`src/rtl/rle_delta_frame_decoder_top_defines.svh`:
```
// rle_delta_frame_decoder_top_defines.svh
// Assertion macros for the frame decoder top level; no dependencies.
// Expects clk and arst_n in the scope of use.
`ifndef RLE_DELTA_FRAME_DECODER_TOP_DEFINES_SVH
`define RLE_DELTA_FRAME_DECODER_TOP_DEFINES_SVH
`ifndef SYNTHESIS
`define RDFD_ASSERT_IMP(lbl, ante, cons) \
	lbl: assert property (@(posedge clk) disable iff (!arst_n) (ante) |-> (cons)) \
		else $error("rdfd check failed");
`define RDFD_ASSERT_NXT(lbl, ante, cons) \
	lbl: assert property (@(posedge clk) disable iff (!arst_n) (ante) |=> (cons)) \
		else $error("rdfd check failed");
`else
`define RDFD_ASSERT_IMP(lbl, ante, cons)
`define RDFD_ASSERT_NXT(lbl, ante, cons)
`endif
`endif

```
`src/rtl/rdfd_pkg.sv`:
```
// rdfd_pkg.sv
// Shared constants and types of the RLE delta frame decoder; no dependencies.
package rdfd_pkg;

	localparam int MAX_ROWS_DEF = 64;
	localparam int MAX_COLS_DEF = 255;
	localparam int MAX_RESULTS  = 64;
	localparam int CNT_W        = $clog2(MAX_RESULTS + 1);

	// result kinds
	localparam logic [1:0] KIND_RECT = 2'd0;
	localparam logic [1:0] KIND_SEG  = 2'd1;
	localparam logic [1:0] KIND_NONE = 2'd2;

	// header type, bits 7..6
	localparam logic [1:0] TYPE_RAW   = 2'd0;
	localparam logic [1:0] TYPE_DELTA = 2'd2;

	// run colors
	localparam logic [1:0] CLR_BG = 2'd0;
	localparam logic [1:0] CLR_FG = 2'd1;

	// register indexes
	localparam logic [2:0] REG_WIDTH  = 3'd0;
	localparam logic [2:0] REG_HEIGHT = 3'd1;
	localparam logic [2:0] REG_POS_X  = 3'd2;
	localparam logic [2:0] REG_POS_Y  = 3'd3;
	localparam logic [2:0] REG_FG     = 3'd4;
	localparam logic [2:0] REG_BG     = 3'd5;

	typedef struct packed {
		logic [7:0]  width;
		logic [6:0]  height;
		logic [15:0] pos_x;
		logic [15:0] pos_y;
		logic [15:0] fg;
		logic [15:0] bg;
	} cfg_t;

	typedef struct packed {
		logic [1:0]  kind;
		logic [15:0] x;
		logic [15:0] y;
		logic [7:0]  len;
		logic [6:0]  rows;
		logic [15:0] color;
		logic        last;
		logic        done;
		logic        bad;
	} res_t;

endpackage

```
`src/rtl/rle_delta_frame_decoder_top.sv`:
```
// rle_delta_frame_decoder_top.sv
// Top level: configuration registers, sequencer and output register.
// Uses rdfd_pkg, rdfd_seq, rdfd_out_buf and rle_delta_frame_decoder_top_defines.svh.
//
// Takes one compressed byte per input word and returns one or more draw words, the
// final one marked by last. One byte is in work at a time: a header byte or a byte
// that draws nothing goes through decode and flush; a byte that draws also waits on
// the shared one-bit-per-cycle divider (pixel index into row and column, 14 quotient
// bits at the default size) and steps a run by segments or a literal by bits, then
// flushes. A stalled result side holds the stepping and the flush. At most 64 words
// come out of one byte; the last result waits in the output register while the next
// byte is taken. Configuration writes are always accepted; the user must make them
// between bytes to take effect on the next byte, which the block does not enforce.
`include "rle_delta_frame_decoder_top_defines.svh"
module rle_delta_frame_decoder_top #(
	parameter int MAX_ROWS = rdfd_pkg::MAX_ROWS_DEF,
	parameter int MAX_COLS = rdfd_pkg::MAX_COLS_DEF
) (
	input  logic               clk,
	input  logic               arst_n,
	input  logic               cfg_valid,
	output logic               cfg_ready,
	input  logic [2:0]         cfg_index,
	input  logic [15:0]        cfg_data,
	input  logic               in_valid,
	output logic               in_ready,
	input  logic [7:0]         data_byte,
	input  logic               frame_start,
	output logic               out_valid,
	input  logic               out_ready,
	output logic [1:0]         kind,
	output logic signed [15:0] seg_x,
	output logic signed [15:0] seg_y,
	output logic [7:0]         seg_length,
	output logic [6:0]         seg_rows,
	output logic [15:0]        seg_color,
	output logic               last,
	output logic               frame_done,
	output logic               bad_type
);
	import rdfd_pkg::*;

	cfg_t cfg_q;
	res_t push_word;
	res_t out_word;
	logic push;
	logic can_push;

	assign cfg_ready = 1'b1;

	always_ff @(posedge clk or negedge arst_n) begin
		if (!arst_n) begin
			cfg_q.width  <= 8'd1;
			cfg_q.height <= 7'd1;
			cfg_q.pos_x  <= 16'd0;
			cfg_q.pos_y  <= 16'd0;
			cfg_q.fg     <= 16'hFFFF;
			cfg_q.bg     <= 16'd0;
		end else if (cfg_valid && cfg_ready) begin
			case (cfg_index)
				REG_WIDTH:  cfg_q.width  <= cfg_data[7:0];
				REG_HEIGHT: cfg_q.height <= cfg_data[6:0];
				REG_POS_X:  cfg_q.pos_x  <= cfg_data;
				REG_POS_Y:  cfg_q.pos_y  <= cfg_data;
				REG_FG:     cfg_q.fg     <= cfg_data;
				REG_BG:     cfg_q.bg     <= cfg_data;
				default:    ;
			endcase
		end
	end

	rdfd_seq #(
		.MAX_ROWS(MAX_ROWS),
		.MAX_COLS(MAX_COLS)
	) u_seq (
		.clk         (clk),
		.arst_n      (arst_n),
		.cfg         (cfg_q),
		.in_valid    (in_valid),
		.in_ready    (in_ready),
		.data_byte   (data_byte),
		.frame_start (frame_start),
		.push        (push),
		.push_word   (push_word),
		.can_push    (can_push)
	);

	rdfd_out_buf u_out (
		.clk       (clk),
		.arst_n    (arst_n),
		.push      (push),
		.word      (push_word),
		.can_push  (can_push),
		.out_valid (out_valid),
		.out_ready (out_ready),
		.out_word  (out_word)
	);

	assign kind       = out_word.kind;
	assign seg_x      = out_word.x;
	assign seg_y      = out_word.y;
	assign seg_length = out_word.len;
	assign seg_rows   = out_word.rows;
	assign seg_color  = out_word.color;
	assign last       = out_word.last;
	assign frame_done = out_word.done;
	assign bad_type   = out_word.bad;

	`RDFD_ASSERT_NXT(a_busy_after_accept, in_valid && in_ready, !in_ready)
	`RDFD_ASSERT_IMP(a_none_is_zero, out_valid && (kind == KIND_NONE), (seg_x == 16'sd0) && (seg_y == 16'sd0) && (seg_length == 8'd0) && (seg_rows == 7'd0) && (seg_color == 16'd0))
	`RDFD_ASSERT_IMP(a_bad_alone, out_valid && bad_type, (kind == KIND_NONE) && last && !frame_done)
	`RDFD_ASSERT_IMP(a_seg_shape, out_valid && (kind == KIND_SEG), (seg_rows == 7'd1) && (seg_length != 8'd0))

endmodule

```
`src/rtl/rdfd_divider.sv`:
```
// rdfd_divider.sv
// Restoring divider, one quotient bit per cycle: pixel index by frame width.
// Standalone, no package use.
module rdfd_divider #(
	parameter int DW = 14
) (
	input  logic          clk,
	input  logic          arst_n,
	input  logic          start,
	input  logic [DW-1:0] dividend,
	input  logic [7:0]    divisor,
	output logic          done,
	output logic [DW-1:0] quot,
	output logic [7:0]    rem
);
	localparam int CW = $clog2(DW + 1);

	logic [CW-1:0] cnt_q;
	logic          busy_q;
	logic          done_q;
	logic [DW-1:0] quo_q;
	logic [7:0]    rem_q;
	logic [7:0]    dsr_q;
	logic [8:0]    trial;
	logic          take;

	always_comb begin
		trial = {rem_q, quo_q[DW-1]};
		take  = (trial >= {1'b0, dsr_q});
	end

	always_ff @(posedge clk or negedge arst_n) begin
		if (!arst_n) begin
			busy_q <= 1'b0;
			done_q <= 1'b0;
			cnt_q  <= '0;
		end else begin
			done_q <= 1'b0;
			if (start) begin
				busy_q <= 1'b1;
				cnt_q  <= CW'(DW);
			end else if (busy_q) begin
				cnt_q <= cnt_q - CW'(1);
				if (cnt_q == CW'(1)) begin
					busy_q <= 1'b0;
					done_q <= 1'b1;
				end
			end
		end
	end

	always_ff @(posedge clk) begin
		if (start) begin
			quo_q <= dividend;
			rem_q <= 8'd0;
			dsr_q <= divisor;
		end else if (busy_q) begin
			rem_q <= take ? 8'(trial - {1'b0, dsr_q}) : trial[7:0];
			quo_q <= DW'({quo_q, take});
		end
	end

	assign done = done_q;
	assign quot = quo_q;
	assign rem  = rem_q;

endmodule

```
`src/rtl/rdfd_out_buf.sv`:
```
// rdfd_out_buf.sv
// One-word output register between the sequencer and the result channel.
// Uses rdfd_pkg for the result word type.
module rdfd_out_buf (
	input  logic          clk,
	input  logic          arst_n,
	input  logic          push,
	input  rdfd_pkg::res_t word,
	output logic          can_push,
	output logic          out_valid,
	input  logic          out_ready,
	output rdfd_pkg::res_t out_word
);
	import rdfd_pkg::*;

	logic full_q;
	res_t word_q;

	assign can_push  = !full_q || out_ready;
	assign out_valid = full_q;
	assign out_word  = word_q;

	always_ff @(posedge clk or negedge arst_n) begin
		if (!arst_n) begin
			full_q <= 1'b0;
		end else if (push) begin
			full_q <= 1'b1;
		end else if (out_ready) begin
			full_q <= 1'b0;
		end
	end

	always_ff @(posedge clk) begin
		if (push) begin
			word_q <= word;
		end
	end

endmodule

```
`src/rtl/rdfd_seq.sv`:
```
// rdfd_seq.sv
// Byte decoder and segment sequencer: frame state, run/literal stepping.
// Uses rdfd_pkg and rdfd_divider.
module rdfd_seq #(
	parameter int MAX_ROWS = rdfd_pkg::MAX_ROWS_DEF,
	parameter int MAX_COLS = rdfd_pkg::MAX_COLS_DEF
) (
	input  logic           clk,
	input  logic           arst_n,
	input  rdfd_pkg::cfg_t cfg,
	input  logic           in_valid,
	output logic           in_ready,
	input  logic [7:0]     data_byte,
	input  logic           frame_start,
	output logic           push,
	output rdfd_pkg::res_t push_word,
	input  logic           can_push
);
	import rdfd_pkg::*;

	localparam int HMAX = (MAX_ROWS < 127) ? MAX_ROWS : 127;
	localparam int TMAX = MAX_COLS * HMAX;
	localparam int PW   = $clog2(TMAX + 1);
	localparam int HW   = $clog2(HMAX + 1);
	localparam int PRW  = 8 + HW;

	localparam logic [2:0] ST_IDLE  = 3'd0;
	localparam logic [2:0] ST_DEC   = 3'd1;
	localparam logic [2:0] ST_DIV   = 3'd2;
	localparam logic [2:0] ST_RUN   = 3'd3;
	localparam logic [2:0] ST_LIT   = 3'd4;
	localparam logic [2:0] ST_FLUSH = 3'd5;

	logic [2:0]       st_q;
	logic [7:0]       data_q;
	logic             start_q;

	// frame state
	logic             active_q, delta_q, pend_q, lit_q;
	logic [1:0]       prev_q, rcolor_q;
	logic [PW-1:0]    pos_q;
	logic [15:0]      acc_q;

	// working registers of one byte
	logic [PW-1:0]    idx_q, row_q;
	logic [7:0]       col_q;
	logic [15:0]      len_q;
	logic [6:0]       bits_q;
	logic [2:0]       k_q;
	logic [15:0]      color_q;
	logic             draw_lit_q;
	res_t             stg_q;
	logic             stg_v_q;
	logic [CNT_W-1:0] cnt_q;
	logic             done_q, bad_q;

	logic [7:0]       w;
	logic [HW-1:0]    h;
	logic [PRW-1:0]   prod;
	logic [PW-1:0]    total;

	logic [2:0]       csum;
	logic [1:0]       rc_d, rc_run;
	logic [15:0]      acc_run;
	logic             fin_run, draw_run;
	logic             lit_nx, pend_nx;
	logic [1:0]       prev_nx;
	logic [15:0]      add_nx;
	logic [16:0]      psum;
	logic [PW-1:0]    pos_nx;
	logic             done_nx;

	logic [7:0]       col_room, seg1, seg, col_inc;
	logic [PW-1:0]    tot_room;
	logic             run_more, wrap, cap, stall;
	logic             run_go, lit_go, lit_end, lit_bit, lit_in, lit_want;
	res_t             rect_word, seg_word, none_word;

	logic             div_start, div_done;
	logic [PW-1:0]    div_quot;
	logic [7:0]       div_rem;

	// clamped frame geometry
	always_comb begin
		w     = (cfg.width > 8'(MAX_COLS)) ? 8'(MAX_COLS) : cfg.width;
		h     = (32'(cfg.height) > 32'(MAX_ROWS)) ? HW'(HMAX) : HW'(cfg.height);
		prod  = PRW'(w) * PRW'(h);
		total = PW'(prod);
	end

	// data byte decode
	always_comb begin
		csum = 3'(prev_q) + 3'd1 + 3'(data_q[6]);
		case (csum)
			3'd3:    rc_d = 2'd0;
			3'd4:    rc_d = 2'd1;
			3'd5:    rc_d = 2'd2;
			default: rc_d = csum[1:0];
		endcase

		if (pend_q) begin
			acc_run = {acc_q[8:0], data_q[6:0]};
			rc_run  = rcolor_q;
		end else if (delta_q) begin
			acc_run = {10'd0, data_q[5:0]};
			rc_run  = rc_d;
		end else begin
			acc_run = {9'd0, data_q[6:0]};
			rc_run  = 2'd1 - prev_q;
		end
		fin_run  = !data_q[7];
		draw_run = fin_run && (acc_run != 16'd0)
			&& ((rc_run == CLR_FG) || (delta_q && (rc_run == CLR_BG)));

		if (lit_q) begin
			lit_nx  = data_q[7];
			pend_nx = 1'b0;
			prev_nx = {1'b0, data_q[0]};
			add_nx  = 16'd7;
		end else begin
			lit_nx  = fin_run && (acc_run == 16'd0);
			pend_nx = data_q[7];
			prev_nx = (fin_run && (acc_run != 16'd0)) ? rc_run : prev_q;
			add_nx  = fin_run ? acc_run : 16'd0;
		end

		psum = 17'(pos_q) + 17'(add_nx);
		if (pos_q < total) begin
			pos_nx = (psum > 17'(total)) ? total : PW'(psum);
		end else begin
			pos_nx = pos_q;
		end
		done_nx = !lit_nx && !pend_nx && (pos_nx >= total);
	end

	// segment and literal stepping
	always_comb begin
		cap      = (cnt_q == CNT_W'(MAX_RESULTS));
		stall    = stg_v_q && !can_push;
		col_room = w - col_q;
		tot_room = total - idx_q;
		seg1     = (16'(col_room) < len_q) ? col_room : len_q[7:0];
		seg      = (16'(seg1) > 16'(tot_room)) ? 8'(tot_room) : seg1;
		run_more = (len_q != 16'd0) && (idx_q < total);
		wrap     = (seg == col_room);
		run_go   = (st_q == ST_RUN) && run_more && !cap && !stall;

		col_inc  = col_q + 8'd1;
		lit_bit  = bits_q[6];
		lit_in   = (idx_q < total);
		lit_want = (lit_bit || delta_q) && lit_in;
		lit_end  = (k_q == 3'd7) || cap;
		lit_go   = (st_q == ST_LIT) && !lit_end && !(lit_want && stall);
	end

	always_comb begin
		rect_word       = '0;
		rect_word.kind  = KIND_RECT;
		rect_word.x     = cfg.pos_x;
		rect_word.y     = cfg.pos_y;
		rect_word.len   = w;
		rect_word.rows  = 7'(h);
		rect_word.color = cfg.bg;

		seg_word       = '0;
		seg_word.kind  = KIND_SEG;
		seg_word.x     = cfg.pos_x + 16'(col_q);
		seg_word.y     = cfg.pos_y + 16'(row_q);
		seg_word.rows  = 7'd1;
		if (st_q == ST_LIT) begin
			seg_word.len   = 8'd1;
			seg_word.color = lit_bit ? cfg.fg : cfg.bg;
		end else begin
			seg_word.len   = seg;
			seg_word.color = color_q;
		end

		none_word      = '0;
		none_word.kind = KIND_NONE;

		push_word      = stg_v_q ? stg_q : none_word;
		push_word.last = (st_q == ST_FLUSH);
		push_word.done = done_q;
		push_word.bad  = bad_q;

		case (st_q)
			ST_RUN:   push = run_go && stg_v_q;
			ST_LIT:   push = lit_go && lit_want && stg_v_q;
			ST_FLUSH: push = can_push;
			default:  push = 1'b0;
		endcase
	end

	assign in_ready  = (st_q == ST_IDLE);
	assign div_start = (st_q == ST_DEC) && !start_q && active_q && (lit_q || draw_run);

	rdfd_divider #(
		.DW(PW)
	) u_div (
		.clk      (clk),
		.arst_n   (arst_n),
		.start    (div_start),
		.dividend (pos_q),
		.divisor  (w),
		.done     (div_done),
		.quot     (div_quot),
		.rem      (div_rem)
	);

	always_ff @(posedge clk or negedge arst_n) begin
		if (!arst_n) begin
			st_q     <= ST_IDLE;
			active_q <= 1'b0;
			delta_q  <= 1'b0;
			prev_q   <= 2'd0;
			pos_q    <= '0;
			acc_q    <= 16'd0;
			pend_q   <= 1'b0;
			rcolor_q <= 2'd0;
			lit_q    <= 1'b0;
			stg_v_q  <= 1'b0;
			cnt_q    <= '0;
			done_q   <= 1'b0;
			bad_q    <= 1'b0;
		end else begin
			case (st_q)
				ST_IDLE: begin
					if (in_valid) begin
						st_q <= ST_DEC;
					end
				end
				ST_DEC: begin
					cnt_q   <= '0;
					stg_v_q <= 1'b0;
					done_q  <= 1'b0;
					bad_q   <= 1'b0;
					st_q    <= ST_FLUSH;
					if (start_q) begin
						pend_q <= 1'b0;
						lit_q  <= 1'b0;
						acc_q  <= 16'd0;
						pos_q  <= '0;
						if (data_q[7:6] == TYPE_RAW) begin
							active_q <= 1'b0;
							bad_q    <= 1'b1;
						end else begin
							active_q <= (total != '0);
							done_q   <= (total == '0);
							delta_q  <= (data_q[7:6] == TYPE_DELTA);
							prev_q   <= data_q[1:0];
							if (data_q[7:6] != TYPE_DELTA) begin
								stg_v_q <= 1'b1;
								cnt_q   <= CNT_W'(1);
							end
						end
					end else if (active_q) begin
						lit_q    <= lit_nx;
						pend_q   <= pend_nx;
						prev_q   <= prev_nx;
						pos_q    <= pos_nx;
						active_q <= !done_nx;
						done_q   <= done_nx;
						if (!lit_q) begin
							acc_q    <= acc_run;
							rcolor_q <= rc_run;
						end
						if (lit_q || draw_run) begin
							st_q <= ST_DIV;
						end
					end
				end
				ST_DIV: begin
					if (div_done) begin
						st_q <= draw_lit_q ? ST_LIT : ST_RUN;
					end
				end
				ST_RUN: begin
					if (!run_more || cap) begin
						st_q <= ST_FLUSH;
					end else if (!stall) begin
						stg_v_q <= 1'b1;
						cnt_q   <= cnt_q + CNT_W'(1);
					end
				end
				ST_LIT: begin
					if (lit_end) begin
						st_q <= ST_FLUSH;
					end else if (lit_go && lit_want) begin
						stg_v_q <= 1'b1;
						cnt_q   <= cnt_q + CNT_W'(1);
					end
				end
				ST_FLUSH: begin
					if (can_push) begin
						stg_v_q <= 1'b0;
						st_q    <= ST_IDLE;
					end
				end
				default: st_q <= ST_IDLE;
			endcase
		end
	end

	always_ff @(posedge clk) begin
		if (in_ready && in_valid) begin
			data_q  <= data_byte;
			start_q <= frame_start;
		end
		if (st_q == ST_DEC) begin
			idx_q      <= pos_q;
			len_q      <= acc_run;
			bits_q     <= data_q[6:0];
			k_q        <= 3'd0;
			draw_lit_q <= lit_q;
			color_q    <= (rc_run == CLR_FG) ? cfg.fg : cfg.bg;
			stg_q      <= rect_word;
		end
		if ((st_q == ST_DIV) && div_done) begin
			row_q <= div_quot;
			col_q <= div_rem;
		end
		if (run_go) begin
			stg_q <= seg_word;
			idx_q <= idx_q + PW'(seg);
			len_q <= len_q - 16'(seg);
			if (wrap) begin
				col_q <= 8'd0;
				row_q <= row_q + PW'(1);
			end else begin
				col_q <= col_q + seg;
			end
		end
		if (lit_go) begin
			if (lit_want) begin
				stg_q <= seg_word;
			end
			if (lit_in) begin
				idx_q <= idx_q + PW'(1);
				if (col_inc == w) begin
					col_q <= 8'd0;
					row_q <= row_q + PW'(1);
				end else begin
					col_q <= col_inc;
				end
			end
			bits_q <= {bits_q[5:0], 1'b0};
			k_q    <= k_q + 3'd1;
		end
	end

endmodule

```
`config.mk`:
```
export PLATFORM = sky130hd
export DESIGN_NAME = rle_delta_frame_decoder_top
export DESIGN_NICKNAME = d
export VERILOG_FILES = /design/src/rtl/rdfd_pkg.sv /design/src/rtl/rle_delta_frame_decoder_top.sv /design/src/rtl/rdfd_divider.sv /design/src/rtl/rdfd_out_buf.sv /design/src/rtl/rdfd_seq.sv
export VERILOG_INCLUDE_DIRS = /design/src /design/src/rtl
export SDC_FILE = /design/constraint.sdc
export NUM_CORES = 1
export LEC_CHECK = 0
export ABC_CLOCK_PERIOD_IN_PS = 11600
export BUFFER_PORTS_ARGS = -buffer_cell sky130_fd_sc_hd__buf_2
export CORE_ASPECT_RATIO = 1.75
export CORE_MARGIN = 10
export CORE_UTILIZATION = 60
export CTS_CLUSTER_SIZE = 28
export DETAILED_ROUTE_END_ITERATION = 8
export GPL_TIMING_DRIVEN = 0
export HOLD_SLACK_MARGIN = 0.1
export PLACE_DENSITY = 0.78
export SYNTH_ARGS = -nofsm -noshare
export SYNTH_HDL_FRONTEND = slang
export SYNTH_HIERARCHICAL = 1
export SYNTH_SLANG_ARGS = --single-unit
export TNS_END_PERCENT = 5
```
`constraint.sdc`:
```
create_clock -name clk -period 11.6 [get_ports clk]
set_clock_uncertainty 0.2 [all_clocks]
set_input_delay 0.58 -clock clk [delete_from_list [all_inputs] [get_ports clk]]
set_output_delay 0.58 -clock clk [all_outputs]
set_load 0.05 [all_outputs]
```
# Yosys cells after proc, flatten, opt, wreduce, memory -nomap -nowiden
# Cells that the tools add are included.
# Widths: inputs -> output; s select.
totals:
  ff_bits: 384
  output_inout_bits: 71
  word_cells: 298
op_classes:
  addsub: 18
  multipliers: 1
  order_cmp: 9
  n_eq_ne: 32
  n_mux: 108
  n_bitwise: 3
  n_reduce_logical: 72
op_table:
  columns: ["cell", "count"]
  rows:
  - ["$mux 68", 4]
  - ["$mux 14", 16]
  - ["$mux 16", 8]
  - ["$mux 8", 11]
  - ["$mux 7", 10]
  - ["$mux 3", 11]
  - ["$reduce_bool 16->1", 2]
  - ["$mux 1", 31]
  - ["$add 14x1->14 const B", 2]
  - ["$lt 14x14->1", 2]
  - ["$mux 9", 3]
  - ["$logic_and 1x1->1", 23]
  - ["$eq 3x3->1 const B", 7]
  - ["$pmux 7 s3", 1]
  - ["$ne 2x2->1 const B", 10]
  - ["$pmux 3 s6", 1]
  - ["$add 14x16->17", 1]
  - ["$gt 17x14->1", 1]
  - ["$add 16x14->16", 1]
  - ["$add 16x8->16", 1]
  - ["$eq 8x8->1", 2]
  - ["$logic_not 16->1", 1]
  - ["$lt 8x16->1", 1]
  - ["$sub 16x8->16", 1]
  - ["44 further kinds", 92]

# Longest topological paths before layout
depth:
  depth_word: 15
  mapped_depth: 42

# By module
# The synthesis kept the hierarchy.
modules_own_cells:
  columns: ["mod", "n_inst", "cells_per_inst", "area_per_inst_um2", "seq_area_each_um2"]
  rows:
  - ["rdfd_seq", 1, 2104, 17429.2, 4674.5]
  - ["rle_delta_frame_decoder_top", 1, 174, 3074.2, 1999.4]
  - ["rdfd_out_buf", 1, 71, 2089.5, 2067.0]
  - ["rdfd_divider", 1, 162, 1900.6, 970.9]

# Least setup slack after synthesis
# OpenSTA, ideal clock, no wires.
synth_timing:
  kind: "reg-to-reg"
  start: "reg cfg_q[70] (netlist bit)"
  end: "reg u_seq.len_q[13], data pin"
  setup_time_ns: 0.269
  t_arrival_ns: 8.285
  required_time_ns: 11.131
  setup_slack_ns: 2.846
  stages_incl_launch_ff: 41
  path_buffers: 2
  synth_period_minus_slack_ns: 8.754
  cell_sequence: "dfrtp_1 clkbuf_1 nor2b_1 nand2_1 fa_1 fa_1 inv_1 fa_1 inv_1 fa_1 inv_1 ha_1 inv_1 o21bai_1 a21oi_1 o21bai_1 a21oi_1 o21bai_1 [5 not listed] a211oi_2 a2111oi_4 nand4_4 clkbuf_1 mux2i_1 inv_1 ha_1 nor2b_1 o21ai_0 a21boi_0 o21ai_0 nand2b_1 a21o_1 a21o_1 nand2_1 o21ai_0 xor2_1 o21ai_0"
synth_between:
  elab_chain_cells: 9
synth_lines:
  columns: ["item", "line", "text"]
  rows:
  - ["start, declared", "rle_delta_frame_decoder_top.sv:43", "cfg_t cfg_q;"]
  - ["$gt 7x7->1", "rdfd_seq.sv:86", "h = (32'(cfg.height) > 32'(MAX_ROWS)) ? HW'(HMAX) : HW'(cfg.height);"]
  - ["$mux 7 (*)", "rdfd_seq.sv:86", null]
  - ["$mul 8x7->14 (*)", "rdfd_seq.sv:87", "prod = PRW'(w) * PRW'(h);"]
  - ["branches (longest 5 deep; another with $sub 16x8->16)", null, null]
  - ["$mux 16 (*)", "rdfd_seq.sv:322", "if (run_go) begin"]
  - ["end signal, assigned", "rdfd_seq.sv:311", "len_q <= acc_run;"]
  - ["end signal, assigned", "rdfd_seq.sv:325", "len_q <= len_q - 16'(seg);"]
  - ["end, declared", "rdfd_seq.sv:47", "logic [15:0] len_q;"]
# Mark *: on every way between the ends.
# A chain may end at the register's enable or synchronous reset.

# Worst setup path in the final report
layout_timing:
  start: "reg cfg_q[70] (netlist bit)"
  end: "reg u_seq.idx_q[10]"
layout_between:
  elab_chain_cells: 11
layout_lines:
  columns: ["item", "line", "text"]
  rows:
  - ["$gt 7x7->1", "rdfd_seq.sv:86", null]
  - ["$mux 7 (*)", "rdfd_seq.sv:86", null]
  - ["$mul 8x7->14 (*)", "rdfd_seq.sv:87", null]
  - ["branches (longest 7 deep; another with $sub 14x14->14)", null, null]
  - ["$mux 14 (*)", "rdfd_seq.sv:333", "if (lit_go) begin"]
  - ["end signal, assigned", "rdfd_seq.sv:310", "idx_q <= pos_q;"]
  - ["end signal, assigned", "rdfd_seq.sv:324", "idx_q <= idx_q + PW'(seg);"]
  - ["end signal, assigned", "rdfd_seq.sv:338", "idx_q <= idx_q + PW'(1);"]
  - ["end, declared", "rdfd_seq.sv:45", "logic [PW-1:0] idx_q, row_q;"]
# Marked as above.

==> flow_summary.toml <==
[cells_and_area]
final_core_util_pct = 67.55
layout-drive-gt1-share_pct = 13.63
areaGrowthSynthToFinish_pct = 10.78
antenna_cells = 0
design.final.nets = 2919

[worst_setup_path]
reg2reg_from = "cfg_q[70]"
worstSetupEndpointType = "flop"
worst_path_largest_cell_delay_ns = 1.03
critical-path-top-delay-family = "adder cells"
path_depth = 36
critPathRequiredTime_ns = 11.79
path_max_fanout = 10
slowest_stage = "sky130_fd_sc_hd__o21ai_0"
reg2regPathDepth = 36
cp_data_arrival_time_ns = 11.30
cp-start-kind = "flop"
worstSetupStartpoint = "cfg_q[70]"
crit_buf_inv = 5
path_class = "flop to flop"

[sta]
setup_total_negative_slack_ns = 0
timing_worst_slew_pin_value_ns = 1.363
final_min_period_over_clock_period_pct = 95.75
minimum_clock_period_ns = 11.11
fmax_ghz = 0.09004
final_hold_viol_count = 0
slew_headroom_pct = 8.181
setup_viol_count_final = 0
grt_setup_unrepaired = "false"
final_max_slew_viol_count = 0
postLayoutSetupSlackWorst_ns = 0.4933

[drt]
number_of_search_and_repair_iterations_in_the_first_detailed_routing_pass = 6
antenna_violating_nets_post_route = 0
routed_via_density = 6.294
totalWireLength_mm = 77.15
detailedRoute.firstIterationViolations = 1802
detail_route.drc_violations = 0
detail_route.wl_per_cell_microns = 23.84
dr_total_vias = 20370

[global_route]
grt_overflow = 0
global_route_usage_over_all_layers_pct = 30.21
gr-usage-met2_pct = 54.15
number_of_antenna_violations_at_the_first_check_in_global_routing = 1
grt.busiest_layer = "met2"
maximum_number_of_pins_on_one_net_before_global_route_repair = 93
wire_length_of_the_first_global_routing_pass_mm = 117.1
grt_use_met1_pct = 30.30
globalRouteMet3Util_pct = 3.787
via_count_of_the_first_global_routing_pass = 20630

[min_path]
holdCritPathClass = "primary input to flop"
worst_hold_path.num_cells = 3
worstHoldStart = "out_ready"

[place]
numPortBuffers = 101
place_congestion = 1.026
dp_hpwl_mm = 59.21
pre_cts_slack_ns = 0.4811

[logic_synthesis]
post-synth-top-area-fraction_pct = 17.29
synth.yosys.seq_area_share_pct = 39.65
synth_cells = 2511
post_synth.cell_area_avg_sq_um = 9.754
synth_enable_flop_cells = 141
postSynth.topFlopCell = "sky130_fd_sc_hd__edfxtp_1"
synthArstFlopShare_pct = 34.12
ys_types = 104
ys_warn_count = 6
ys_top_cells_by_area = "sky130_fd_sc_hd__edfxtp_1, sky130_fd_sc_hd__dfrtp_1, sky130_fd_sc_hd__ha_1"
synth_common_cells = "sky130_fd_sc_hd__nand2_1, sky130_fd_sc_hd__ha_1, sky130_fd_sc_hd__nor2_1"
post_synthesis_instance_area_sq_um = 24490
synth_top_cell_by_area = "sky130_fd_sc_hd__edfxtp_1"
syn-num-nets = 2767
top_count_cell_post_synth = "sky130_fd_sc_hd__nand2_1"
yosys_register_bits = 381

[clock_tree]
path_clk_slew_ns = 0.07
ctsHtreeMaxLevel = 2
cts.sink_count = 381
clock_insertion_delay_at_the_later_pin_of_the_skew_report_ns = 0.55
numCtsBuffers = 37
tritoncts_clock_tree = "yes"
ctsLongestPathBuffers = 3
clockRootBuffer = "sky130_fd_sc_hd__clkbuf_16"
postCtsSetupBuffers = 0

[flow_run]
maxcap_viol_count = 0

[outcome]
outcome = "finished, final reports clean"

[floorplan]
die-area_sq_um = 49620
initial_core_util_pct = 60.97
fp.dieH_microns = 287.3
fp.dieW_microns = 172.7
number_of_placed_i_o_pins = 104
core_sq_um = 40170
row_count = 97
==> routing by layer <==
metal	share of wire, %	wire length [microns]
met5	0	0
met4	10	7825
met3	5.7	4416
met2	50	38460
met1	34	26450
==> cell usage in the layout, fill, tap and decap left out, drive strengths merged, types with 29 or more instances in the layout <==
cell type and count:
nand2 255, edfxtp 141, xnor2 91, dfxtp 110, xor2 40, mux2 116, a211oi 42, dfrtp 112
a31oi 53, nor2 162, o21ai 121, nor3 38, nand3 57, buf 143, nor2b 29, a21oi 142
mux2i 54, a21o 35, ha 186, and2 114, and3 29, inv 155, clkbuf 129, fa 37
==> final timing paths <==
path | slack (ns) | endpoint
worst max-delay path | 0.49 | u_seq/idx_q[10]
worst min-delay path | 0.15 | u_out/out_valid
worst min register to register | 0.25 | u_seq/stg_q[66]
max in group asynchronous | 9.99 | cfg_q[23]
min in group asynchronous | 0.34 | u_seq/pos_q[6]
worst max register to register | 0.49 | u_seq/idx_q[10]
==> metrics by stage <==
stage                     cell area (sq um)  instances  hold WS, ns
after detailed placement              25740       3158       0.2336
after CTS                             27120       3236       0.1394
after global placement                25680       3156       0.2294
after floorplan                       24490       2511      0.08441
final                                 27130       3236       0.1473
after global routing                  27130       3236       0.1538
==> sequential cells by signal, summed over array words and instances (netlist names), 2 cells and up <==
name,cells
u_seq/data_q,8
u_seq/rcolor_q,2
u_seq/cnt_q,7
cfg_q,79
u_seq/row_q,14
u_seq/idx_q,14
u_seq/u_div/rem,8
u_seq/col_q,8
u_seq/pos_q,14
u_seq/u_div/dsr_q,8
u_seq/k_q,3
u_seq/u_div/quot,14
u_seq/bits_q,7
u_out/out_word,68
u_seq/stg_q,65
u_seq/color_q,16
u_seq/len_q,16
u_seq/u_div/cnt_q,4
u_seq/acc_q,9
u_seq/st_q,3
u_seq/prev_q,2
==> cell type report <==
| type | instances | area (sq um) |
|---|---|---|
| plain buffers | 114 | 546.8 |
| clock buffers | 55 | 1065 |
| clock inverters | 13 | 217.7 |
| fillers | 3139 | 13040 |
| inverters | 155 | 581.8 |
| multi-input cells | 1861 | 13680 |
| flip-flops and latches | 381 | 9712 |
| well taps | 544 | 680.7 |
| repair buffers | 113 | 646.9 |
==> worst reg2reg max path: cells and delay by family, from the launching register on <==
family,cells,cell delay (ns)
simple gates,10,2.28
fa+ha+maj,7,3.22
flops,1,0.47
xor+xnor,1,0.77
compound gates,13,3.21
buf+inv,5,0.78
==> what timing repair did <==
item	in CTS	in global routing
hold buffers	10	0
resized for setup	0	4
endpoints found under the setup margin	0	8
hold endpoints to repair	47	0
==> cell families after synthesis <==
kind of cell	share of synthesized area [%]
simple gates	15.72
xor+xnor	4.746
other cells	0.01531
buf+inv	4.603
fa+ha+maj	12.53
mux	7.616
compound gates	15.13
flops	39.65
Power is not shown: default switching activity piles up to over one toggle a cycle in this logic, so the estimate is an artifact.
